<file path="src/rtl/spiking_neuron_step_assert.svh">
// ----------------------------------------------------------------------------
// Spiking neuron step assertion macros
// Concurrent checks for simulation; they expand to nothing in synthesis.
// ----------------------------------------------------------------------------
`ifndef SPIKING_NEURON_STEP_ASSERT_SVH
`define SPIKING_NEURON_STEP_ASSERT_SVH
`ifndef SYNTHESIS
`define SNSTEP_ASSERT_IMP(lbl, clk, rst, ante, cons) \
  lbl: assert property (@(posedge clk) disable iff (rst) (ante) |-> (cons)) \
    else $error("spiking neuron step: implication check failed");
`define SNSTEP_ASSERT_NEXT(lbl, clk, rst, ante, cons) \
  lbl: assert property (@(posedge clk) disable iff (rst) (ante) |=> (cons)) \
    else $error("spiking neuron step: next-cycle check failed");
`else
`define SNSTEP_ASSERT_IMP(lbl, clk, rst, ante, cons)
`define SNSTEP_ASSERT_NEXT(lbl, clk, rst, ante, cons)
`endif
`endif

</file>
<file path="src/rtl/snstep_pkg.sv">
// ----------------------------------------------------------------------------
// Spiking neuron step package
// Field widths, register indexes, reset values and shared types.
// ----------------------------------------------------------------------------
package snstep_pkg;

  localparam int Q_W       = 24;
  localparam int TH_W      = 23;
  localparam int BETA_W    = 16;
  localparam int ID_W      = 8;
  localparam int ID_COUNT  = 2 ** ID_W;
  localparam int CFG_IDX_W = 3;

  localparam logic [CFG_IDX_W-1:0] CFG_NEURON_KIND     = 3'd0;
  localparam logic [CFG_IDX_W-1:0] CFG_FIRE_THRESHOLD  = 3'd1;
  localparam logic [CFG_IDX_W-1:0] CFG_RESET_POTENTIAL = 3'd2;
  localparam logic [CFG_IDX_W-1:0] CFG_RECOVERY_JUMP   = 3'd3;
  localparam logic [CFG_IDX_W-1:0] CFG_LEAK_FACTOR     = 3'd4;

  localparam logic KIND_IZHIKEVICH = 1'b0;
  localparam logic KIND_LIF        = 1'b1;

  localparam int RST_THRESHOLD = 45875;
  localparam int RST_RESET_POT = 6881;
  localparam int RST_JUMP      = 27001;
  localparam int RST_LEAK      = 62259;

  localparam int COEF_A2 = -13763;
  localparam int COEF_A3 = -1245;
  localparam int Q_MAX   = 8388607;
  localparam int Q_MIN   = -8388608;

  localparam int FIFO_DEPTH = 8;
  localparam int FIFO_AW    = 3;

  typedef logic signed [Q_W-1:0] q_t;

  typedef struct packed {
    logic              kind;
    logic [TH_W-1:0]   threshold;
    q_t                reset_potential;
    q_t                recovery_jump;
    logic [BETA_W-1:0] leak_factor;
  } cfg_t;

  typedef struct packed {
    logic            spike;
    logic [ID_W-1:0] neuron_id;
  } res_t;

  typedef struct packed {
    logic       hazard;
    logic [1:0] inflight;
  } core_status_t;

endpackage

</file>
<file path="src/rtl/snstep_cfg_if.sv">
// ----------------------------------------------------------------------------
// Spiking neuron step configuration channel
// Valid/ready write channel carrying a register index and write data.
// ----------------------------------------------------------------------------
interface snstep_cfg_if;
  logic                             valid;
  logic                             ready;
  logic [snstep_pkg::CFG_IDX_W-1:0] index;
  logic [snstep_pkg::Q_W-1:0]       data;

  modport source (output valid, index, data, input ready);
  modport sink (input valid, index, data, output ready);
endinterface

</file>
<file path="src/rtl/snstep_cfg_regs.sv">
// ----------------------------------------------------------------------------
// Spiking neuron step configuration registers
// Holds the neuron kind, threshold, reset potential, jump and leak factor.
// ----------------------------------------------------------------------------
module snstep_cfg_regs (
  input  logic               clk,
  input  logic               rst,
  snstep_cfg_if.sink         cfg,
  output snstep_pkg::cfg_t   regs
);
  import snstep_pkg::*;

  logic wr;

  assign cfg.ready = !rst;
  assign wr = cfg.valid && cfg.ready;

  always_ff @(posedge clk) begin
    if (rst) begin
      regs.kind            <= KIND_IZHIKEVICH;
      regs.threshold       <= TH_W'(RST_THRESHOLD);
      regs.reset_potential <= Q_W'(RST_RESET_POT);
      regs.recovery_jump   <= Q_W'(RST_JUMP);
      regs.leak_factor     <= BETA_W'(RST_LEAK);
    end else if (wr) begin
      case (cfg.index)
        CFG_NEURON_KIND:     regs.kind            <= cfg.data[0];
        CFG_FIRE_THRESHOLD:  regs.threshold       <= cfg.data[TH_W-1:0];
        CFG_RESET_POTENTIAL: regs.reset_potential <= cfg.data;
        CFG_RECOVERY_JUMP:   regs.recovery_jump   <= cfg.data;
        CFG_LEAK_FACTOR:     regs.leak_factor     <= cfg.data[BETA_W-1:0];
        default: begin
        end
      endcase
    end
  end

endmodule

</file>
<file path="src/flat_wrapper.sv">
// flat-port wrapper written by rule: the top's interface ports become plain ports
module snstep_cfg_regs_flat import snstep_pkg::*;
  (clk, rst, regs, cfg_valid, cfg_index, cfg_data, cfg_ready);
  snstep_cfg_if cfg_i ();
  input  logic clk;
  input  logic rst;
  output snstep_pkg::cfg_t regs;
  input wire logic [$bits(cfg_i.valid)-1:0] cfg_valid;
  input wire logic [$bits(cfg_i.index)-1:0] cfg_index;
  input wire logic [$bits(cfg_i.data)-1:0] cfg_data;
  output wire logic [$bits(cfg_i.ready)-1:0] cfg_ready;
  assign cfg_i.valid = cfg_valid;
  assign cfg_i.index = cfg_index;
  assign cfg_i.data = cfg_data;
  assign cfg_ready = cfg_i.ready;
  snstep_cfg_regs u_core (.clk(clk), .rst(rst), .cfg(cfg_i), .regs(regs));
endmodule
</file>
<file path="config.mk">
export PLATFORM = sky130hd
export DESIGN_NAME = snstep_cfg_regs_flat
export DESIGN_NICKNAME = d
export VERILOG_FILES = /design/src/rtl/spiking_neuron_step_assert.svh /design/src/rtl/snstep_pkg.sv /design/src/rtl/snstep_cfg_if.sv /design/src/rtl/snstep_cfg_regs.sv /design/src/flat_wrapper.sv
export SDC_FILE = /design/constraint.sdc
export NUM_CORES = 1
export LEC_CHECK = 0
export ABC_AREA = 1
export BUFFER_PORTS_ARGS = -buffer_cell sky130_fd_sc_hd__buf_2
export CAP_MARGIN = 5
export CORE_MARGIN = 2
export CORE_UTILIZATION = 31
export CTS_BUF_LIST = sky130_fd_sc_hd__clkbuf_4
export CTS_CLUSTER_SIZE = 30
export DETAILED_ROUTE_END_ITERATION = 12
export GPL_ROUTABILITY_DRIVEN = 0
export PLACE_DENSITY = 0.6
export SYNTH_ARGS = -nofsm -noshare
export SYNTH_HDL_FRONTEND = slang
export SYNTH_SLANG_ARGS = --single-unit
</file>
<file path="constraint.sdc">
create_clock -name clk -period 1.55 [get_ports clk]
set_clock_uncertainty 0.05 [all_clocks]
set_input_delay 0.3875 -clock clk [delete_from_list [all_inputs] [get_ports clk]]
set_output_delay 0.3875 -clock clk [all_outputs]
set_load 0.01 [all_outputs]
</file>
==> results.json, run 1 <==
{
  "status": "complete, no violations",
  "grt_first_pass_wirelength_um": 15800,
  "nNetsFinal": 610,
  "cts_resized": 0,
  "cts_buffer_depth": 2,
  "rsz0062_at_grt": "no",
  "ys_warn_count": 0,
  "dp_hpwl_um": 7510,
  "num_rows": 38,
  "synth_top_cell_by_area": "dfxtp_1",
  "use_met3_pct": 4.10,
  "portBuffers": 118,
  "ctsHoldBuffers": 0,
  "start_util_pct": 31.5,
  "finalSetupViolations": 0,
  "p_seq_share_pct": 56.0,
  "firstDrtPassIters": 4,
  "antenna_found_initial": 1,
  "fin_tns_setup_ps": 0,
  "p_switching_mw": 1.06,
  "max_slew_margin_pct": 68.3,
  "synth-seq-area-share_pct": 52.1,
  "ir_worst_vdd_mv": 0.351,
  "fin_ws_ps": 82.9,
  "hold_depth": 3,
  "worstSetupPathType": "input pin to output pin",
  "reg2reg_to": "u_core.regs[9]$_SDFFE_PP1P_",
  "fin_crit_ps": 1470,
  "netlist_top_cells_area": "dfxtp_1 (52%), nand3_1 (13%), nand2_1 (12%)",
  "min_from": "cfg_data[6]",
  "power_density_nw_per_um2": 952,
  "drv_slew": 0,
  "drcViolationCount": 0,
  "syn-num-nets": 489,
  "via_count": 3310,
  "area_delta_synth_final_pct": 29.4,
  "dr.first_iter.drc_count": 171,
  "cts_tree": "done",
  "rrSetupSlack_ps": 790,
  "ant_nets": 0,
  "critPathCaptureType": "output pin",
  "clockPowerShare_pct": 34.2,
  "clock_latency_ps": 450,
  "p_sw_share_pct": 25.4,
  "viasPerCell": 4.57,
  "finalInstanceArea_sq_um": 4380,
  "required_ps": 1110,
  "track_usage_pct": 17.7,
  "met1_usage_pct": 23.7,
  "cts_sinks": 88,
  "reg2reg_from": "u_core.regs[9]$_SDFFE_PP1P_",
  "yosysTopAreaCellShare_pct": 52.1,
  "worstSetupStartpointType": "input pin",
  "p_int_mw": 3.11,
  "leakage_nw": 2.08,
  "worst_slew_pin_slew_ps": 476,
  "largest_reg_flops": 88,
  "hold_viol": 0,
  "largest_registers": "u_core.regs: 88 flops",
  "grt_overflow": 0,
  "maxCapViolCount": 0,
  "grt_start_max_net_pins": 46,
  "whs_ps": 136,
  "utilization_pct": 40.7,
  "cts_made_buffers": 9,
  "wire_per_inst_um": 14.2,
  "die_h_um": 108,
  "wirelength_um": 10300,
  "coreArea_sq_um": 10700,
  "post_cts_buffers": 0,
  "cts-root-buf": "clkbuf_4",
  "power_frac_comb_pct": 9.8,
  "use_met2_pct": 27.9,
  "die_w_um": 108,
  "placed_cells": 709,
  "hold_class": "input pin to flip-flop",
  "grt_most_used_layer": "met2",
  "finalPower_mw": 4.17,
  "max_clock_freq_ghz": 0.682,
  "fin_crit_sh_pct": 94.7,
  "syn_area_sq_um": 3380,
  "ys_types": 16,
  "ys_seq_elements": 88,
  "die_area_sq_um": 11800,
  "stdcell_count": 725,
  "grt_pass1_vias": 3052,
  "top_register": "u_core.regs",
  "htree_levels": 3,
  "reg2regPathDepth": 4,
  "pre_cts_ws_ps": 28.0,
  "clk_pin_slew_ps": 130,
  "avgSynthCellArea_sq_um": 7.37,
  "drive_gt1_share_pct": 27.9,
  "num_io_pins": 119,
  "min_to": "u_core.regs[46]$_SDFFE_PP1P_",
  "place_area_sq_um": 4230,
  "syn_inst": 459,
  "path_max_fanout": 19,
  "cp.arrival_ps": 1030
}
[Yosys cell counts (all sizes together)]
cell type and n:
inv 38, a21oi 16, dfxtp 88, nand2 105, buf 26, o21ai 16
clkbuf 2, nor2 79, nand3 89
[routing by layer]
layer | vias up | wire length [um]
li1 | 1693 | -
met1 | 1505 | 4810
met2 | 100 | 4670
met3 | 12 | 651
met4 | 0 | 148
met5 | - | 0
[area by class of cell]
class	count	area [sq um]
Sequential cell	88	1760
Multi-Input combinational cell	305	1330
Inverter	38	143
Clock inverter	5	72.6
Fill cell	1179	6370
Antenna cell	1	2.50
Clock buffer	10	75.1
Timing Repair Buffer	138	816
Tap cell	140	175
[cell families after synthesis]
logic type | Yosys count | share of synthesized area (%)
simple gates | 273 | 34.6
flops | 88 | 52.1
buf+inv | 66 | 8.55
compound gates | 32 | 4.74
[worst max-delay path, cell delays in order]
cell,delay (ps)
buf_2,140
inv_2,90
buf_4,240
buf_2,170
[cells in the final DEF (no fill, tap or decap)]
| master | Yosys | layout |
|---|---|---|
| nand2_1 | 104 | 104 |
| buf_4 | 5 | 14 |
| inv_1 | 34 | 34 |
| buf_2 | 18 | 118 |
| clkbuf_4 | 0 | 10 |
| o21ai_1 | 16 | 16 |
| bufinv_16 | 0 | 2 |
| nand3_1 | 87 | 87 |
| nor2_2 | 3 | 3 |
| nor2_1 | 74 | 74 |
| diode_2 | 0 | 1 |
| nand2_2 | 1 | 1 |
| clkinv_1 | 0 | 2 |
| nor2_4 | 2 | 2 |
| buf_12 | 0 | 6 |
| nand3_2 | 2 | 2 |
| a21oi_1 | 16 | 16 |
| inv_2 | 4 | 4 |
| clkinv_2 | 0 | 1 |
| dfxtp_1 | 88 | 88 |
[power groups by stage]
stage,sequential [mW],clock [mW],combinational [mW]
3_5_place_dp,2.38,0,0.410
2_1_floorplan,2.40,0,0.188
4_1_cts,2.33,1.46,0.412
6_report,2.33,1.42,0.407
5_1_grt,2.34,1.56,0.451
3_3_place_gp,2.38,0,0.407
[worst max-delay path by stage]
stage,startpoint,endpoint,slack [ps]
final,rst,cfg_ready,80
after global routing,rst,cfg_ready,40
after CTS,rst,cfg_ready,70
after detailed placement,rst,u_core.regs[77]$_SDFFE_PP1P_,30
after global placement,rst,cfg_ready,80
after floorplan,rst,cfg_ready,130
No activity file was read; power rests on OpenSTA's default activity.
==> inputs of run 2 (changes only) <==
--- a/config.mk
+++ b/config.mk
@@ -14,7 +14,7 @@
 export CTS_CLUSTER_SIZE = 30
 export DETAILED_ROUTE_END_ITERATION = 12
 export GPL_ROUTABILITY_DRIVEN = 0
-export PLACE_DENSITY = 0.6
+export PLACE_DENSITY = 0.62
 export SYNTH_ARGS = -nofsm -noshare
 export SYNTH_HDL_FRONTEND = slang
 export SYNTH_SLANG_ARGS = --single-unit
==> constraint.sdc (replaced) <==
create_clock -name clk -period 1.25 [get_ports clk]
set_clock_uncertainty 0.05 [all_clocks]
set_input_delay 0.3125 -clock clk [delete_from_list [all_inputs] [get_ports clk]]
set_output_delay 0.3125 -clock clk [all_outputs]
set_load 0.01 [all_outputs]
==> run 2 against run 1 <==
The flow now finishes with violations (setup timing); clock power hardly changed; global-route usage is 1.1 points higher; worst hold slack worse by 63 ps; count of clock-buffer cells in the layout is 2 higher; sequential cell count stayed put; register-to-register slack worse by 420 ps; first-iteration DRC count is 2.9% higher; utilization is 7.7 points higher; non-clock buffer count is 27 higher.
==> results.json, run 2 (synthesis gave the netlist of run 1 again) <==
{
  "path_delay_family": "flip-flops",
  "nNetsFinal": 637,
  "ir_worst_vdd_mv": 0.512,
  "leakage_nw": 2.37,
  "fin_crit_sh_pct": 103,
  "power_density_nw_per_um2": 949,
  "wire_per_inst_um": 14.4,
  "drive_gt1_share_pct": 45.8,
  "portBuffers": 118,
  "largest_registers": "u_core.regs: 88 flops",
  "path_buf_inv": 1,
  "final_cell_mix": "nand2_1 (104), buf_6 (89), dfxtp_2 (88), nand3_1 (87), nor2_1 (74)",
  "grt_start_max_net_pins": 39,
  "stdcell_count": 752,
  "worst_slew_pin_slew_ps": 388,
  "firstDrtPassIters": 4,
  "path_max_fanout": 2,
  "diodes": 0,
  "dr.first_iter.drc_count": 176,
  "cts_made_buffers": 9,
  "worstSetupPathType": "flip-flop to output pin",
  "top_register": "u_core.regs",
  "max_slew_margin_pct": 74.1,
  "use_met2_pct": 31.1,
  "ant_nets": 0,
  "placed_cells": 719,
  "max_clock_freq_ghz": 0.778,
  "dp_hpwl_um": 7720,
  "cp.arrival_ps": 920,
  "fin_crit_ps": 1290,
  "rsz0062_at_grt": "yes",
  "grt_most_used_layer": "met2",
  "cts_sinks": 88,
  "die_area_sq_um": 11800,
  "final_common_cell": "nand2_1",
  "worstSetupStartpointType": "flip-flop",
  "via_count": 3501,
  "drcViolationCount": 0,
  "drv_slew": 0,
  "die_w_um": 108,
  "grt_first_pass_wirelength_um": 17000,
  "num_rows": 38,
  "hold_viol": 0,
  "largest_reg_flops": 88,
  "clk_pin_slew_ps": 140,
  "grt_overflow": 0,
  "required_ps": 890,
  "finalPower_mw": 4.94,
  "crit_path_cell_trace": "buf_6",
  "htree_levels": 3,
  "cts_tree": "done",
  "antenna_found_initial": 0,
  "status": "finished with violations",
  "cts_buffer_depth": 2,
  "coreArea_sq_um": 10700,
  "whs_ps": 73.0,
  "num_io_pins": 119,
  "use_met3_pct": 5.24,
  "die_h_um": 108,
  "track_usage_pct": 18.8,
  "start_util_pct": 31.5,
  "wirelength_um": 10800,
  "clock_latency_ps": 440,
  "critPathCaptureType": "output pin",
  "violations": "setup timing",
  "viasPerCell": 4.66,
  "area_delta_synth_final_pct": 53.9,
  "grt_pass1_vias": 3374,
  "slowest_stage": "dfxtp_2",
  "critPathMaxStageDelay_ps": 380,
  "cts-root-buf": "clkbuf_4",
  "fin_ws_ps": -35.9,
  "maxCapViolCount": 0,
  "met1_usage_pct": 23.8,
  "finalSetupViolations": 72,
  "hold_class": "input pin to flip-flop"
}
[run 2: cell type report]
class | instances | area, sq um
clock inverter | 4 | 21.3
tap | 140 | 175
sequential | 88 | 1870
multi-input combinational | 305 | 1330
inverter | 38 | 143
timing repair buffer | 165 | 1570
clock buffer | 12 | 90.1
fill | 1060 | 5540
[run 2: path summary, 6_finish.rpt]
| path | start | to | slack [ps] | cells past startpoint |
|---|---|---|---|---|
| setup reg to reg | u_core.regs[9]$_SDFFE_PP1P_ | u_core.regs[9]$_SDFFE_PP1P_ | 370 | 5 |
| setup / recovery | u_core.regs[54]$_SDFFE_PP0P_ | regs[54] | -40 | 1 |
| hold / removal | cfg_data[3] | u_core.regs[19]$_SDFFE_PP1P_ | 70 | 3 |
| hold reg to reg | u_core.regs[27]$_SDFFE_PP1P_ | u_core.regs[27]$_SDFFE_PP1P_ | 430 | 2 |
[run 2: repair_timing]
action	CTS	global route
hold buffers	0	0
endpoints found under the hold margin	0	0
gates resized for setup	182	1
setup buffers	8	9
setup endpoints to repair	88	89
[run 2: per-layer routing]
metal | wire length [um] | share of wire, % | up-vias
li1 | - | - | 1748
met1 | 4710 | 44 | 1627
met2 | 5340 | 49 | 119
met3 | 660 | 6.1 | 7
met4 | 104 | 0.96 | 0
met5 | 0 | 0 | -
[run 2: per-stage QoR]
stage	cell area, sq um	util (%)	worst slack (ps)	setup TNS (ps)
after floorplan	3390	-	-1.19	-11.9
after global placement	4300	40.0	-74.7	-2440
after detailed placement	4300	40.0	-86.6	-3770
after CTS	5130	47.8	-70.4	-4020
after global routing	5200	48.4	-91.1	-6130
final	5200	48.4	-35.9	-941
[run 2: power by group]
group / total, mW / leakage, nW / internal, mW / switching [mW]
combinational: 0.606 / 1.58 / 0.275 / 0.331
sequential: 2.91 / 0.723 / 2.87 / 0.0434
clock: 1.42 / 0.0647 / 0.466 / 0.955
==> inputs of run 3 (changes only) <==
--- a/config.mk
+++ b/config.mk
@@ -6,15 +6,15 @@
 export NUM_CORES = 1
 export LEC_CHECK = 0
 export ABC_AREA = 1
-export BUFFER_PORTS_ARGS = -buffer_cell sky130_fd_sc_hd__buf_2
 export CAP_MARGIN = 5
 export CORE_MARGIN = 2
 export CORE_UTILIZATION = 31
 export CTS_BUF_LIST = sky130_fd_sc_hd__clkbuf_4
 export CTS_CLUSTER_SIZE = 30
 export DETAILED_ROUTE_END_ITERATION = 12
+export DONT_BUFFER_PORTS = 1
 export GPL_ROUTABILITY_DRIVEN = 0
-export PLACE_DENSITY = 0.62
+export PLACE_DENSITY = 0.52
 export SYNTH_ARGS = -nofsm -noshare
 export SYNTH_HDL_FRONTEND = slang
 export SYNTH_SLANG_ARGS = --single-unit
==> constraint.sdc (replaced) <==
create_clock -name clk -period 1.25 [get_ports clk]
set_clock_uncertainty 0.05 [all_clocks]
set_input_delay 0.3125 -clock clk [delete_from_list [all_inputs] [get_ports clk]]
set_output_delay 0.3125 -clock clk [all_outputs]
set_load 0.1 [all_outputs]
==> run 3 against run 2 <==
Combinational power up 80%; maximum frequency down 6.0%; wire length up 2.6%; total power up 13%; design area up 14%; critical path type unchanged; the run still ends with setup timing left; setup slack worse by 82 ps.
==> results.json, run 3 (synthesis gave the netlist of run 1 again) <==
{
  "path_buf_inv": 1,
  "hold_viol": 0,
  "cts_sinks": 88,
  "clockPowerShare_pct": 28.4,
  "cp.arrival_ps": 1010,
  "viasPerCell": 4.69,
  "antenna_found_initial": 0,
  "p_seq_share_pct": 52.1,
  "dp_hpwl_um": 8220,
  "grt_start_max_net_pins": 36,
  "crit_path_cell_trace": "buf_12",
  "power_density_nw_per_um2": 944,
  "worst_slew_pin_slew_ps": 678,
  "die_w_um": 108,
  "num_io_pins": 119,
  "num_rows": 38,
  "critPathMaxStageDelay_ps": 390,
  "status": "finished with violations",
  "track_usage_pct": 19.7,
  "crit_start": "u_core.regs[49]$_SDFFE_PP1P_",
  "largest_reg_flops": 88,
  "cts_made_buffers": 9,
  "grt_overflow": 0,
  "drcViolationCount": 0,
  "p_switching_mw": 1.74,
  "required_ps": 890,
  "cts-root-buf": "clkbuf_4",
  "slowest_stage": "dfxtp_4",
  "ant_nets": 0,
  "cts_tree": "done",
  "cts_buffer_depth": 2,
  "top_register": "u_core.regs",
  "finalSetupViolations": 88,
  "coreArea_sq_um": 10700,
  "violations": "setup timing",
  "num-fill-cells": 951,
  "largest_registers": "u_core.regs: 88 flops",
  "drive_gt1_share_pct": 38.5,
  "dr.first_iter.drc_count": 117,
  "firstDrtPassIters": 6,
  "clock_latency_ps": 420,
  "grt_pass1_vias": 3464,
  "wire_per_inst_um": 15.4,
  "fin_crit_ps": 1370,
  "final_common_cell": "nand2_1",
  "leakage_nw": 2.51,
  "grt_first_pass_wirelength_um": 17900,
  "fin_crit_sh_pct": 109,
  "hold_class": "input pin to flip-flop",
  "maxCapViolCount": 0,
  "reg2reg_from": "u_core.regs[14]$_SDFFE_PP1P_",
  "max_clock_freq_ghz": 0.731,
  "worstSetupStartpointType": "flip-flop",
  "worstSetupPathType": "flip-flop to output pin",
  "ir_worst_vdd_mv": 0.556,
  "final_cell_mix": "nand2_1 (104), buf_12 (95), nand3_1 (87), dfxtp_2 (84), nor2_1 (74)",
  "clk_pin_slew_ps": 140,
  "diodes": 0,
  "max_slew_margin_pct": 54.6,
  "placed_cells": 678,
  "htree_levels": 3,
  "path_delay_family": "flip-flops",
  "power_frac_comb_pct": 19.5,
  "drv_slew": 0,
  "stdcell_count": 722,
  "p_sw_share_pct": 31.0,
  "p_int_mw": 3.87,
  "start_util_pct": 31.5,
  "area_delta_synth_final_pct": 75.4,
  "path_max_fanout": 2,
  "rsz0062_at_grt": "yes",
  "via_count": 3387,
  "portBuffers": 0,
  "wirelength_um": 11100,
  "nNetsFinal": 607,
  "die_h_um": 108,
  "min_from": "rst",
  "critPathCaptureType": "output pin",
  "fin_tns_setup_ps": -7810,
  "die_area_sq_um": 11800,
  "fin_ws_ps": -118
}
## run 3: cell count changes in the layout (fill, tap and decap cells not counted), sizes merged
cell / delta
buf: -55
dlygate4sd3: +25
clkbuf: -2
clkinvlp: +2
bufinv: +1
inv: -1
## run 3: area by class of cell
class / instances / area [sq um] / area share [%]
clock inverters: 6 / 60.1 / 1.01
repair buffers: 135 / 2260 / 38.2
clock buffers: 10 / 75.1 / 1.27
multi-input cells: 305 / 1330 / 22.4
inverters: 38 / 144 / 2.43
flip-flops and latches: 88 / 1880 / 31.7
well taps: 140 / 175 / 2.95
## run 3: path summary, 6_finish.rpt
check	endpoint	slack [ps]	depth (start not counted)
worst max-delay path	regs[49]	-120	1
worst max register to register	u_core.regs[14]$_SDFFE_PP1P_	320	5
worst min register to register	u_core.regs[20]$_SDFFE_PP1P_	450	2
worst min-delay path	u_core.regs[4]$_SDFFE_PP1P_	0.1	4
## run 3: per-layer routing
layer	track usage [%]	vias up	share of wire (%)
li1	-	1689	-
met1	22.8	1572	39
met2	33.7	111	50
met3	6.75	15	8.9
met4	7.33	0	2.2
met5	0	-	0
## run 3: worst reg2reg max path, cell delays in order (launching register included)
cell     delay (ps)
dfxtp_2         350
buf_12          160
nor2_1          110
nand2_1          60
o21ai_1          70
inv_1            50
## run 3: power groups by stage
stage	sequential [mW]	clock, mW	combinational [mW]
6_report	2.92	1.59	1.09
5_1_grt	2.93	1.75	1.15
4_1_cts	2.92	1.64	1.06
3_5_place_dp	2.99	0	0.998
3_3_place_gp	2.99	0	0.990
2_1_floorplan	3.38	0	0.253
## run 3: timing repair
action | in CTS | in global routing
buffers inserted | 2 | 1
hold buffers | 14 | 11
endpoints found under the setup margin | 88 | 88
hold endpoints to repair | 52 | 15
gates resized for setup | 1 | 3
## run 3: through the flow
stage / cell area [sq um] / power (mW) / hold WS, ps / worst slack, ps / util, %
after floorplan: 3510 / 3.64 / 378 / -3.27 / -
after global placement: 5510 / 3.98 / 329 / 20.4 / 51.3
after detailed placement: 5510 / 3.99 / 332 / -33.8 / 51.3
after CTS: 5810 / 5.62 / -154 / -144 / 54.0
after global routing: 5930 / 5.83 / 0.736 / -165 / 55.2
final: 5930 / 5.60 / 0.104 / -118 / 55.2
