===== src/rtl/spiking_neuron_step_assert.svh =====
// ----------------------------------------------------------------------------
// Spiking neuron step assertion macros
// Concurrent checks for simulation; they expand to nothing in synthesis.
// ----------------------------------------------------------------------------
`ifndef SPIKING_NEURON_STEP_ASSERT_SVH
`define SPIKING_NEURON_STEP_ASSERT_SVH
`ifndef SYNTHESIS
`define SNSTEP_ASSERT_IMP(lbl, clk, rst, ante, cons) \
  lbl: assert property (@(posedge clk) disable iff (rst) (ante) |-> (cons)) \
    else $error("spiking neuron step: implication check failed");
`define SNSTEP_ASSERT_NEXT(lbl, clk, rst, ante, cons) \
  lbl: assert property (@(posedge clk) disable iff (rst) (ante) |=> (cons)) \
    else $error("spiking neuron step: next-cycle check failed");
`else
`define SNSTEP_ASSERT_IMP(lbl, clk, rst, ante, cons)
`define SNSTEP_ASSERT_NEXT(lbl, clk, rst, ante, cons)
`endif
`endif


===== src/rtl/snstep_pkg.sv =====
// ----------------------------------------------------------------------------
// Spiking neuron step package
// Field widths, register indexes, reset values and shared types.
// ----------------------------------------------------------------------------
package snstep_pkg;

  localparam int Q_W       = 24;
  localparam int TH_W      = 23;
  localparam int BETA_W    = 16;
  localparam int ID_W      = 8;
  localparam int ID_COUNT  = 2 ** ID_W;
  localparam int CFG_IDX_W = 3;

  localparam logic [CFG_IDX_W-1:0] CFG_NEURON_KIND     = 3'd0;
  localparam logic [CFG_IDX_W-1:0] CFG_FIRE_THRESHOLD  = 3'd1;
  localparam logic [CFG_IDX_W-1:0] CFG_RESET_POTENTIAL = 3'd2;
  localparam logic [CFG_IDX_W-1:0] CFG_RECOVERY_JUMP   = 3'd3;
  localparam logic [CFG_IDX_W-1:0] CFG_LEAK_FACTOR     = 3'd4;

  localparam logic KIND_IZHIKEVICH = 1'b0;
  localparam logic KIND_LIF        = 1'b1;

  localparam int RST_THRESHOLD = 45875;
  localparam int RST_RESET_POT = 6881;
  localparam int RST_JUMP      = 27001;
  localparam int RST_LEAK      = 62259;

  localparam int COEF_A2 = -13763;
  localparam int COEF_A3 = -1245;
  localparam int Q_MAX   = 8388607;
  localparam int Q_MIN   = -8388608;

  localparam int FIFO_DEPTH = 8;
  localparam int FIFO_AW    = 3;

  typedef logic signed [Q_W-1:0] q_t;

  typedef struct packed {
    logic              kind;
    logic [TH_W-1:0]   threshold;
    q_t                reset_potential;
    q_t                recovery_jump;
    logic [BETA_W-1:0] leak_factor;
  } cfg_t;

  typedef struct packed {
    logic            spike;
    logic [ID_W-1:0] neuron_id;
  } res_t;

  typedef struct packed {
    logic       hazard;
    logic [1:0] inflight;
  } core_status_t;

endpackage


===== src/rtl/snstep_out_if.sv =====
// ----------------------------------------------------------------------------
// Spiking neuron step result channel
// Valid/ready channel carrying the spike flag and neuron id of each item.
// ----------------------------------------------------------------------------
interface snstep_out_if;
  logic                        valid;
  logic                        ready;
  logic                        spike;
  logic [snstep_pkg::ID_W-1:0] neuron_id;

  modport source (output valid, spike, neuron_id, input ready);
  modport sink (input valid, spike, neuron_id, output ready);
endinterface


===== src/rtl/snstep_result_fifo.sv =====
// ----------------------------------------------------------------------------
// Spiking neuron step result queue
// Holds finished results until the receiver takes them.
// ----------------------------------------------------------------------------
module snstep_result_fifo (
  input  logic                          clk,
  input  logic                          rst,
  input  logic                          push,
  input  snstep_pkg::res_t              push_data,
  snstep_out_if.source                  response,
  output logic [snstep_pkg::FIFO_AW:0]  count
);
  import snstep_pkg::*;

  res_t               entries [FIFO_DEPTH];
  logic [FIFO_AW-1:0] wr_ptr;
  logic [FIFO_AW-1:0] rd_ptr;
  logic               pop;

  assign response.valid     = (count != '0);
  assign response.spike     = entries[rd_ptr].spike;
  assign response.neuron_id = entries[rd_ptr].neuron_id;
  assign pop                = response.valid && response.ready;

  always_ff @(posedge clk) begin
    if (push) begin
      entries[wr_ptr] <= push_data;
    end
  end

  always_ff @(posedge clk) begin
    if (rst) begin
      wr_ptr <= '0;
      rd_ptr <= '0;
      count  <= '0;
    end else begin
      if (push) begin
        wr_ptr <= wr_ptr + 1'b1;
      end
      if (pop) begin
        rd_ptr <= rd_ptr + 1'b1;
      end
      if (push && !pop) begin
        count <= count + 1'b1;
      end else if (pop && !push) begin
        count <= count - 1'b1;
      end
    end
  end

endmodule


===== src/flat_wrapper.sv =====
// flat-port wrapper written by rule: the top's interface ports become plain ports
module snstep_result_fifo_flat import snstep_pkg::*;
  (clk, rst, push, push_data, count, response_valid, response_spike, response_neuron_id, response_ready);
  snstep_out_if response_i ();
  input  logic clk;
  input  logic rst;
  input  logic push;
  input  snstep_pkg::res_t push_data;
  output logic [snstep_pkg::FIFO_AW:0] count;
  output wire logic [$bits(response_i.valid)-1:0] response_valid;
  output wire logic [$bits(response_i.spike)-1:0] response_spike;
  output wire logic [$bits(response_i.neuron_id)-1:0] response_neuron_id;
  input wire logic [$bits(response_i.ready)-1:0] response_ready;
  assign response_valid = response_i.valid;
  assign response_spike = response_i.spike;
  assign response_neuron_id = response_i.neuron_id;
  assign response_i.ready = response_ready;
  snstep_result_fifo u_core (.clk(clk), .rst(rst), .push(push), .push_data(push_data), .response(response_i), .count(count));
endmodule

===== config.mk =====
export PLATFORM = sky130hd
export DESIGN_NAME = snstep_result_fifo_flat
export DESIGN_NICKNAME = d
export VERILOG_FILES = /design/src/rtl/spiking_neuron_step_assert.svh /design/src/rtl/snstep_pkg.sv /design/src/rtl/snstep_out_if.sv /design/src/rtl/snstep_result_fifo.sv /design/src/flat_wrapper.sv
export SDC_FILE = /design/constraint.sdc
export NUM_CORES = 1
export LEC_CHECK = 0
export ABC_AREA = 1
export BUFFER_PORTS_ARGS = -buffer_cell sky130_fd_sc_hd__clkbuf_2
export CORE_MARGIN = 8
export CORE_UTILIZATION = 40
export CTS_BUF_LIST = sky130_fd_sc_hd__clkbuf_2
export DETAILED_ROUTE_END_ITERATION = 8
export HOLD_SLACK_MARGIN = 0.05
export PLACE_DENSITY = 0.62
export SLEW_MARGIN = 10
export SYNTH_ARGS = -nofsm -noshare
export SYNTH_HDL_FRONTEND = slang
export SYNTH_SLANG_ARGS = --single-unit

===== constraint.sdc =====
create_clock -name clk -period 3.85 [get_ports clk]
set_input_delay 0.77 -clock clk [delete_from_list [all_inputs] [get_ports clk]]
set_output_delay 0.77 -clock clk [all_outputs]
set_load 0.01 [all_outputs]

==> results of run 1 <==
==> registers in the layout, summed over array words and instances, names as in the netlist, named ones only <==
| register | count |
|---|---|
| u_core.count | 4 |
| u_core.entries | 72 |
| u_core.rd_ptr | 3 |
| u_core.wr_ptr | 3 |
==> where the power goes <==
group,switching [uW],total (uW),internal (uW)
Clock,303,384,80.6
Combinational,403,625,222
Sequential,45.9,1090,1050
==> worst min-delay path by stage <==
stage | start | end | slack (ns)
3_5_place_dp | u_core.rd_ptr[2]$_SDFFE_PP0P_ | u_core.rd_ptr[2]$_SDFFE_PP0P_ | 0.49
6_report | push | u_core.wr_ptr[2]$_SDFFE_PP0P_ | 0.51
4_1_cts | push | u_core.wr_ptr[2]$_SDFFE_PP0P_ | 0.48
2_1_floorplan | u_core.rd_ptr[1]$_SDFFE_PP0P_ | flop | 0.45
5_1_grt | push | u_core.wr_ptr[2]$_SDFFE_PP0P_ | 0.48
3_3_place_gp | u_core.rd_ptr[1]$_SDFFE_PP0P_ | u_core.rd_ptr[1]$_SDFFE_PP0P_ | 0.49
==> critical path, stage by stage, from the launching register on <==
cell,delay (ns)
dfxtp_1,0.62
buf_4,0.30
inv_4,0.17
o21ai_0,0.21
nand2_1,0.07
nand2_1,0.05
nand2_1,0.09
clkbuf_2,0.14
==> layout make-up <==
cell class,instances,area [sq um],area share
clock buffers,9,45.0,0.0118
flip-flops and latches,85,2420,0.634
well taps,108,135,0.0354
inverters,14,57.6,0.0151
repair buffers,30,160,0.0419
multi-input cells,217,958,0.251
clock inverters,7,41.3,0.0108
==> layout by cell type, fill, tap and decap left out <==
master | Yosys | final
xor2_1 | 2 | 2
inv_6 | 0 | 1
fa_1 | 1 | 1
ha_1 | 5 | 5
inv_4 | 2 | 2
nor2_1 | 88 | 88
clkinv_2 | 0 | 2
nand3_1 | 6 | 6
o21ai_0 | 11 | 11
edfxtp_1 | 72 | 72
o21ai_1 | 30 | 30
clkinv_1 | 1 | 3
inv_1 | 11 | 11
dfxtp_1 | 13 | 13
clkbuf_2 | 0 | 35
buf_4 | 0 | 4
a21oi_1 | 8 | 8
nand2_1 | 64 | 64
or2_2 | 2 | 2
clkinvlp_4 | 0 | 2
==> per-layer routing <==
layer / GRT usage / up-vias / wire [microns] / part of all wire
met3: 0.0279 / 11 / 276 / 0.037
met1: 0.170 / 1085 / 3590 / 0.48
met5: 0 / - / 0 / 0
li1: - / 1162 / - / -
met4: 0.0590 / 0 / 119 / 0.016
met2: 0.212 / 54 / 3450 / 0.46
==> logic make-up after synthesis <==
family,count (synthesis),synth area share
AOI/OAI and AO/OA,49,0.0691
xor gates and xnor gates,2,0.00494
adders and majority gates,6,0.0233
buffers and inverters,25,0.0476
DFF,85,0.682
and+or+nand+nor,160,0.173
==> stage by stage <==
stage / cell area [sq um] / hold slack [ns] / std cells / power, uW
2_1_floorplan: 3550 / 0.450 / 327 / 1580
3_3_place_gp: 3730 / 0.485 / 454 / 1730
5_1_grt: 3820 / 0.480 / 470 / 2250
3_5_place_dp: 3730 / 0.494 / 454 / 1750
6_report: 3820 / 0.514 / 470 / 2100
4_1_cts: 3820 / 0.481 / 470 / 2120
==> impl_results.md, run 1 <==
- Rows: 34
- FILL cells: around 860
- DIE WIDTH: around 110 microns
- Crit Path Class: reg -> out
- Post-synth EDFFs: 72
- Max FO, Critical Path: 36
- Relative slew slack: 0.249
- Nets: around 380
- Pin count of the biggest net entering global routing: 37
- Endpoints failing setup: 0
- Area grow syn2layout: 7.61%
- Max Clk Rate: 0.340 GHz
- Max Cap Viol: 0
- Crit Reg-Reg Startpoint: u_core.count[1]$_SDFFE_PP0P_
- Mean Syn Cell Area: 10.9 sq um
- H-Tree Depth: 3
- Mapped Area: 3550 sq um
- RSZ-0062 raised after global routing: no
- DIE HEIGHT: 110 microns
- Final worst setup slack: around 0.91 ns
- PostCTS Resize Cnt: 0
- Leak Pwr: 0.00148 uW
- Worst r2r dst: u_core.count[3]$_SDFFE_PP0P_
- Ports: 27
- Distinct cells, synth: 17
- CTS Buf Count: 9
- CP arrival: about 2.2 ns
- Yosys top cell by area: edfxtp_1
- Min Tclk post-route: 2.94 ns
- Number of synthesis warnings: 0
- Share of layout cells above drive strength 1: 0.133
- Final Hold Fails: 0
- Count of antenna-violating nets left after detailed routing: 0
- Max Buffers Root-to-Sink: 2
- Post-CTS setup buffer count: 0
- Top cells by area, synth: edfxtp_1 (61%), nor2_1 (9.3%), dfxtp_1 (7.3%)
- 1st-iter DRT viols: between 150 and 200
- Die area: 12100 sq um
- Slew Viols, Final: 0
- Final core occ: 0.440
- Vias per inst: between 4 and 5
- Initial Utilization: 0.409
- Most common library cells after synthesis: nor2_1 (88), edfxtp_1 (72), nand2_1 (64)
- Count leader, synth: nor2_1
- Critical path capture point type: primary output
- HPWL after DPL: 4.80 mm
- Status: complete, no violations
- WP data required: 3.08 ns
- #FFs+latches synth: 85
- 1st-pass router iterations: 5
- Clock Skew: 0.0311 ns
- Via count: 2312
- TritonCTS clock tree: yes
- Initial antenna violation count: 0
- Post-Place Worst Slack: 1.45 ns
- Clk sink count: 85
- Wire per inst: 15.8 microns
- Hold_buf cts: 0
- Synthesized Nets: between 300 and 400
- CTS root buf: clkbuf_2
- Worst-path clk slew: roughly 0.22 ns
- CP Launch Type: flop
- Sequential area share after synthesis: 0.682
- Diode count: 0
- Worst skew pair latency: 0.51 ns
- First-pass GRT wire length: 12.1 mm
- Measured slew at the worst slew-check pin: 1.12 ns
- DRC viols: 0
- Final worst path period share: 0.763
- Worst ir drop on vdd: 273 uV
- Post-synth ARST share: 0
- Setup_tns: 0 ns
- Port buffer count: 26
- Hold Crit Class: in -> reg
- Worst Setup EP: response_neuron_id[1]
- Top cell type's share of synthesized area: 0.609
- Hold depth: 3
- Main flop type after synthesis: edfxtp_1
- R2R setup slack: 1.73 ns
- Vias in the first global route: 2378
- Global route overflow: 0
- Routed wire length: 7.44 mm
- Cell area power density: 551 nW/um^2
- Synth Instances: approximately 330
- Routability Congestion: 0.752
- Core area: about 8700 sq um
- R2r worst-path depth: 11
- GRT Util Overall: 0.133
(Power assumes the default switching activity.)
==> inputs of run 2 (changes only) <==
--- a/config.mk
+++ b/config.mk
@@ -5,7 +5,7 @@
 export SDC_FILE = /design/constraint.sdc
 export NUM_CORES = 1
 export LEC_CHECK = 0
-export ABC_AREA = 1
+export ABC_AREA = 0
 export BUFFER_PORTS_ARGS = -buffer_cell sky130_fd_sc_hd__clkbuf_2
 export CORE_MARGIN = 8
 export CORE_UTILIZATION = 40
==> constraint.sdc (replaced) <==
create_clock -name clk -period 3.1 [get_ports clk]
set_input_delay 0.62 -clock clk [delete_from_list [all_inputs] [get_ports clk]]
set_output_delay 0.62 -clock clk [all_outputs]
set_load 0.01 [all_outputs]
==> impl_results.md, run 2 <==
- Post-CTS setup buffer count: 0 (unchanged)
- Crit Reg-Reg Startpoint: u_core.count[1]$_SDFFE_PP0P_
- CTS Buf Count: 9 (unchanged)
- Most frequent cells in the layout: edfxtp_1 (72), clkbuf_2 (35), mux4_1 (18), nor2_1 (17), dfxtp_1 (13)
- Final Hold Fails: 0 (unchanged)
- Critical path capture point type: primary output
- Area grow syn2layout: 12.3%
- Post-synth ARST share: 0 (unchanged)
- Internal power: 1860 uW (+37%)
- Synthesized Nets: 192 (-45%)
- CTS root buf: clkbuf_2
- Max FO, Critical Path: 14 (-61%)
- Switching Share: 0.292 (-0.0658)
- Initial antenna violation count: 0 (unchanged)
- Clock Skew: 0.0125 ns (-0.0185 ns)
- DIE HEIGHT: 108 microns (-2.0%)
- DRC viols: 0 (unchanged)
- CP arrival: 2.26 ns (+0.09 ns)
- Rows: 33 (-2.9%)
- Count leader, synth: edfxtp_1
- Routed wire length: 5.96 mm (-20%)
- GRT Util Overall: 0.108 (-0.0245)
- Crit Path Class: reg -> out
- Distinct cells, synth: 25 (+8)
- Reg power frac: 0.520 (about the same)
- Routability Congestion: 0.713 (-5.1%)
- Number of synthesis warnings: 0 (unchanged)
- Pin count of the biggest net entering global routing: 19 (-49%)
- Hold Crit Class: in -> reg
- Largest delay contributor family on the critical path: multiplexers
- Wire per inst: 18.4 microns (+17%)
- 1st-iter DRT viols: 47 (-73%)
- First-pass GRT wire length: 9.25 mm (-24%)
- Status: complete, no violations
- Count of antenna-violating nets left after detailed routing: 0 (unchanged)
- RSZ-0062 raised after global routing: no
- Sequential area share after synthesis: 0.715 (+0.0322)
- Synth Instances: 173 (-47%)
- Nets: 232 (-38%)
- Hold_buf cts: 0 (unchanged)
- Endpoints failing setup: 0 (unchanged)
- Crit-path cells: buf_12 > mux4_1 > mux2_2 > clkbuf_2
- Worst r2r dst: u_core.count[3]$_SDFFE_PP0P_
- Mean Syn Cell Area: 19.6 sq um (+80%)
- Worst Setup EP: response_neuron_id[0]
- TritonCTS clock tree: yes
- Worst-path clk slew: 0.23 ns (about the same)
- Worst skew pair latency: 0.51 ns (about the same)
- HPWL after DPL: 3.89 mm (-19%)
- H-Tree Depth: 3 (unchanged)
- Most common library cells after synthesis: edfxtp_1 (72), mux4_1 (18), nor2_1 (17)
- Combinational share of power: 0.261 (-0.036)
- Max Cap Viol: 0 (unchanged)
- Post-synth EDFFs: 72 (unchanged)
- Max Buffers Root-to-Sink: 2 (unchanged)
- Worst ir drop on vdd: 441 uV (+61%)
- Commonest non-fill, non-tap cell in the layout: edfxtp_1
- WP data required: 2.48 ns (-0.60 ns)
- Share of layout cells above drive strength 1: 0.284 (+0.152)
- Via count: 1674 (-28%)
- Diode count: 0 (unchanged)
- Core area: 8220 sq um (-5.3%)
- DIE WIDTH: 108 microns (-2.0%)
- Top cells by area, synth: edfxtp_1 (64%), mux4_1 (14%), dfxtp_1 (7.7%)
- Clk sink count: 85 (unchanged)
- FILL cells: 734 (-14%)
- 1st-pass router iterations: 4 (-1)
- Relative slew slack: 0.603 (+0.355)
- Top reg by flops: u_core.entries
- R2r worst-path depth: 9 (-2)
- Final worst path period share: 0.928
- Psw: 765 uW (+1.7%)
- R2R setup slack: 0.40 ns (-1.33 ns)
- Initial Utilization: 0.413 (+0.00349)
- Vias in the first global route: 1735 (-27%)
- Yosys top cell by area: edfxtp_1
- Critical path depth: 4 (-3)
- #FFs+latches synth: 85 (unchanged)
- Clock power frac: 0.219 (+0.037)
- Measured slew at the worst slew-check pin: 0.594 ns (-0.529 ns)
- CP Launch Type: flop
- Crit path largest cell delay: 0.59 ns (-0.03 ns)
- Leak Pwr: 0.00134 uW (-9.7%)
- Cell area power density: 689 nW/um^2 (+25%)
- Die area: 11700 sq um (-3.9%)
- Top cell type's share of synthesized area: 0.638 (+0.0288)
- Global route overflow: 0 (unchanged)
- Final hold slack: 0.373 ns (-0.140 ns)
- Min Tclk post-route: 2.88 ns
- Setup_tns: 0 ns (unchanged)
- Slew Viols, Final: 0 (unchanged)
- PostCTS Resize Cnt: 0 (unchanged)
- Vias per inst: 5.18 (+5.4%)
- Mapped Area: 3390 sq um (-4.5%)
- Port buffer count: 26 (unchanged)
- Slowest CP cell: mux4_1
- Max Clk Rate: between 0.3 and 0.4 GHz
- Main flop type after synthesis: edfxtp_1
- Worst path bufs/invs: 2 (-1)
- Regs by FF count: u_core.entries x72, u_core.count x4
- Ports: 27 (unchanged)
- Number of flip-flops under the largest register name: 72 (unchanged)
run 2: changes by cell type after synthesis, sizes merged, moves of 7 or more:
cell	previous run	this run
nor2	88	17
mux4	0	18
buf	11	4
nand2	64	5
mux2	0	10
inv	13	1
o21ai	41	0
run 2: layout make-up:
class | instances | area, sq um | area share
clock inverter | 7 | 73.8 | 0.0194
inverter | 1 | 3.75 | 0.000986
multi-input combinational | 80 | 912 | 0.240
sequential | 85 | 2420 | 0.636
clock buffer | 9 | 45.0 | 0.0118
timing repair buffer | 36 | 218 | 0.0572
tap | 105 | 131 | 0.0345
run 2: layer usage:
layer / track usage / vias to the layer above / wire (microns)
met4: 0.0525 / 0 / 96
met2: 0.170 / 43 / 2880
li1: - / 784 / -
met3: 0.0363 / 7 / 347
met1: 0.131 / 840 / 2630
met5: 0 / - / 0
run 2: cells by family after synthesis:
family	after synthesis	share of synthesized area
DFF	85	0.715
and+or+nand+nor	33	0.0432
muxes	30	0.179
buffers and inverters	8	0.0162
AOI/OAI and AO/OA	6	0.00997
adders and majority gates	6	0.0244
xor gates and xnor gates	5	0.0129
run 2: power by group through the flow:
stage	logic (uW)	registers [uW]	clock network (uW)
after floorplan	508	1380	0
after global placement	683	1390	0
after detailed placement	701	1390	0
after CTS	704	1360	583
after global routing	762	1370	627
final	685	1360	573
run 2: worst reg2reg max path, cell delays in order (launching register included):
cell and delay [ns]:
dfxtp_1 0.41, or4_1 0.60, nand2_1 0.16, ha_1 0.18, inv_1 0.09, ha_1 0.33
a21oi_1 0.23, a211oi_1 0.10, a31oi_1 0.18, mux2_2 0.35
run 2: through the flow:
step	area, sq um	std cells	utilization	setup WS [ns]	total power, uW
after floorplan	3390	173	-	0.524	1890
after global placement	3690	307	0.449	0.518	2070
after detailed placement	3690	307	0.449	0.453	2090
after CTS	3810	323	0.463	0.159	2650
after global routing	3810	323	0.463	0.111	2760
final	3810	323	0.463	0.225	2620
run 2: how the worst min path moves through the flow:
stage                                             start                        endpoint  slack (ns)  depth (start not counted)
after floorplan           u_core.rd_ptr[1]$_SDFFE_PP0P_                            flop        0.45                          2
after global placement    u_core.wr_ptr[0]$_SDFFE_PP0P_   u_core.wr_ptr[0]$_SDFFE_PP0P_        0.49                          2
after detailed placement  u_core.rd_ptr[1]$_SDFFE_PP0P_   u_core.rd_ptr[1]$_SDFFE_PP0P_        0.48                          2
after CTS                                  push_data[2]  u_core.entries[7][2]$_DFFE_PP_        0.34                          1
after global routing                       push_data[2]  u_core.entries[7][2]$_DFFE_PP_        0.32                          1
final                                      push_data[0]  u_core.entries[7][0]$_DFFE_PP_        0.37                          1
==> inputs of run 3 (changes only) <==
--- a/config.mk
+++ b/config.mk
@@ -6,7 +6,7 @@
 export NUM_CORES = 1
 export LEC_CHECK = 0
 export ABC_AREA = 0
-export BUFFER_PORTS_ARGS = -buffer_cell sky130_fd_sc_hd__clkbuf_2
+export BUFFER_PORTS_ARGS = -buffer_cell sky130_fd_sc_hd__buf_2
 export CORE_MARGIN = 8
 export CORE_UTILIZATION = 40
 export CTS_BUF_LIST = sky130_fd_sc_hd__clkbuf_2
==> impl_results.md, run 3 (synthesis results as in run 2) <==
- HPWL after DPL: 3.66 mm (-5.8%)
- Via count: 1614 (-3.6%)
- Status: complete, no violations
- Global route overflow: 0 (unchanged)
- Max Buffers Root-to-Sink: 2 (unchanged)
- Max Cap Viol: 0 (unchanged)
- 1st-iter DRT viols: 22 (-53%)
- Core area: 8220 sq um (unchanged)
- Final Hold Fails: 0 (unchanged)
- Internal power: 1760 uW (-5.4%)
- Finished Layout Cells: 325 (+0.62%)
- Worst ir drop on vdd: 476 uV (+8.0%)
- Final worst path period share: 0.903 (-0.0247)
- Endpoints failing setup: 0 (unchanged)
- FILL cells: 707 (-3.7%)
- DRC viols: 0 (unchanged)
- Crit-path cells: buf_4 > mux4_1 > mux2_2 > buf_2
- Die area: 11700 sq um (unchanged)
- Register area: 2420 sq um (unchanged)
- Max FO, Critical Path: 18 (+4)
- Nets: 234 (+0.86%)
- Final core occ: 0.460 (-0.00274)
- Clock power frac: 0.195 (-0.024)
- CP Launch Type: flop
- Clk sink count: 85 (unchanged)
- Slew Viols, Final: 0 (unchanged)
- Ports: 27 (unchanged)
- Vias in the first global route: 1654 (-4.7%)
- Cell area power density: 662 nW/um^2 (-3.9%)
- Routability Congestion: 0.710 (-0.39%)
- Critical path capture point type: primary output
- Port buffer count: 26 (unchanged)
- Wire per inst: 17.7 microns (-3.8%)
- Psw: 747 uW (-2.4%)
- Hold Crit Class: in -> reg
- Area grow syn2layout: 11.6%
- Worst-path clk slew: 0.23 ns (about the same)
- Crit Path Class: reg -> out
- Min Tclk post-route: 2.80 ns (-0.0767 ns)
- Clock Skew: 0.0183 ns (+0.00580 ns)
- Commonest non-fill, non-tap cell in the layout: edfxtp_1
- Number of flip-flops under the largest register name: 72 (unchanged)
- 1st-pass router iterations: 4 (unchanged)
- Share of layout cells above drive strength 1: 0.286 (+0.00196)
- GRT Util Overall: 0.103 (-0.00501)
- Switching Share: 0.298 (+0.00647)
- Worst skew pair latency: 0.50 ns (about the same)
- Top reg by flops: u_core.entries
- Pin count of the biggest net entering global routing: 19 (unchanged)
- Measured slew at the worst slew-check pin: 0.599 ns (+0.00498 ns)
- CTS root buf: clkbuf_2
- CP arrival: 2.18 ns (-0.08 ns)
- Initial Utilization: 0.413 (unchanged)
- Diode count: 0 (unchanged)
- First-pass GRT wire length: 8.88 mm (-4.0%)
- Crit path largest cell delay: 0.59 ns (about the same)
- Regs by FF count: u_core.entries x72, u_core.count x4
- Rows: 33 (unchanged)
- Max Clk Rate: 0.357 GHz (+2.7%)
- DIE HEIGHT: 108 microns (unchanged)
- DIE WIDTH: 108 microns (unchanged)
- Vias per inst: 4.97 (-4.2%)
- Most frequent cells in the layout: edfxtp_1 (72), buf_2 (26), mux4_1 (18), nor2_1 (17), dfxtp_1 (13)
- H-Tree Depth: 3 (unchanged)
- Initial antenna violation count: 0 (unchanged)
- Combinational share of power: 0.267 (+0.006)
- Hold_buf cts: 0 (unchanged)
- Setup_tns: 0 ns (unchanged)
- Count of antenna-violating nets left after detailed routing: 0 (unchanged)
- Inst Count DP: 309 (+0.65%)
- Leak Pwr: 0.00132 uW (-1.2%)
- PostCTS Resize Cnt: 0 (unchanged)
- Routed wire length: 5.77 mm (-3.2%)
- Post-CTS setup buffer count: 0 (unchanged)
- CTS Buf Count: 9 (unchanged)
- RSZ-0062 raised after global routing: no
- Reg power frac: 0.538 (+0.018)
- Multi-input logic area: 912 sq um (unchanged)
- Relative slew slack: 0.599 (-0.00425)
- Slowest CP cell: mux4_1
- TritonCTS clock tree: yes
- WP data required: 2.48 ns (about the same)
-- run 3: changes by cell type in the layout (fill, tap and decap cells not counted), sizes merged --
cell,previous run,this run
clkbuf,35,9
buf,10,38
clkinv,3,2
bufinv,1,0
clkinvlp,1,3
-- run 3: power groups by stage --
stage               sequential [uW]  combinational, uW  clock (uW)
CTS                            1350                683         504
finish                         1350                668         488
global route                   1360                744         546
detailed placement             1370                679           0
global placement               1370                679           0
floorplan                      1380                508           0
-- run 3: cell type report --
cell class / instances / share of cell area
Clock inverter: 7 / 0.0129
Clock buffer: 9 / 0.0119
Sequential cell: 85 / 0.640
Multi-Input combinational cell: 80 / 0.241
Inverter: 1 / 0.000992
Timing Repair Buffer: 38 / 0.0582
Tap cell: 105 / 0.0347
-- run 3: path summary, 6_finish.rpt --
check | start | to | slack, ns | cells past startpoint
max | flop | response_neuron_id[1] | 0.30 | 4
min | push_data[0] | u_core.entries[7][0]$_DFFE_PP_ | 0.36 | 1
min reg2reg | u_core.wr_ptr[0]$_SDFFE_PP0P_ | u_core.wr_ptr[0]$_SDFFE_PP0P_ | 0.52 | 2
max reg2reg | u_core.count[1]$_SDFFE_PP0P_ | u_core.count[3]$_SDFFE_PP0P_ | 0.46 | 9
-- run 3: stage by stage --
stage | area, sq um | worst slack [ns] | total power, uW | hold WS [ns]
4_1_cts | 3780 | 0.237 | 2530 | 0.319
3_3_place_gp | 3690 | 0.521 | 2050 | 0.486
5_1_grt | 3780 | 0.157 | 2650 | 0.305
3_5_place_dp | 3690 | 0.458 | 2050 | 0.497
2_1_floorplan | 3390 | 0.524 | 1890 | 0.454
6_report | 3780 | 0.301 | 2500 | 0.364
-- run 3: critical path, delay by kind of cell, from the launching register on --
family                 cells  cell delay [ns]
multiplexers               2             0.87
buffers and inverters      2             0.43
flip-flops                 1             0.36
-- run 3: metal layers --
layer,vias up,GRT usage,part of all wire
met1,790,0.133,0.46
met3,4,0.0327,0.059
met4,0,0.0357,0.0090
met2,37,0.160,0.47
met5,-,0,0
li1,783,-,-
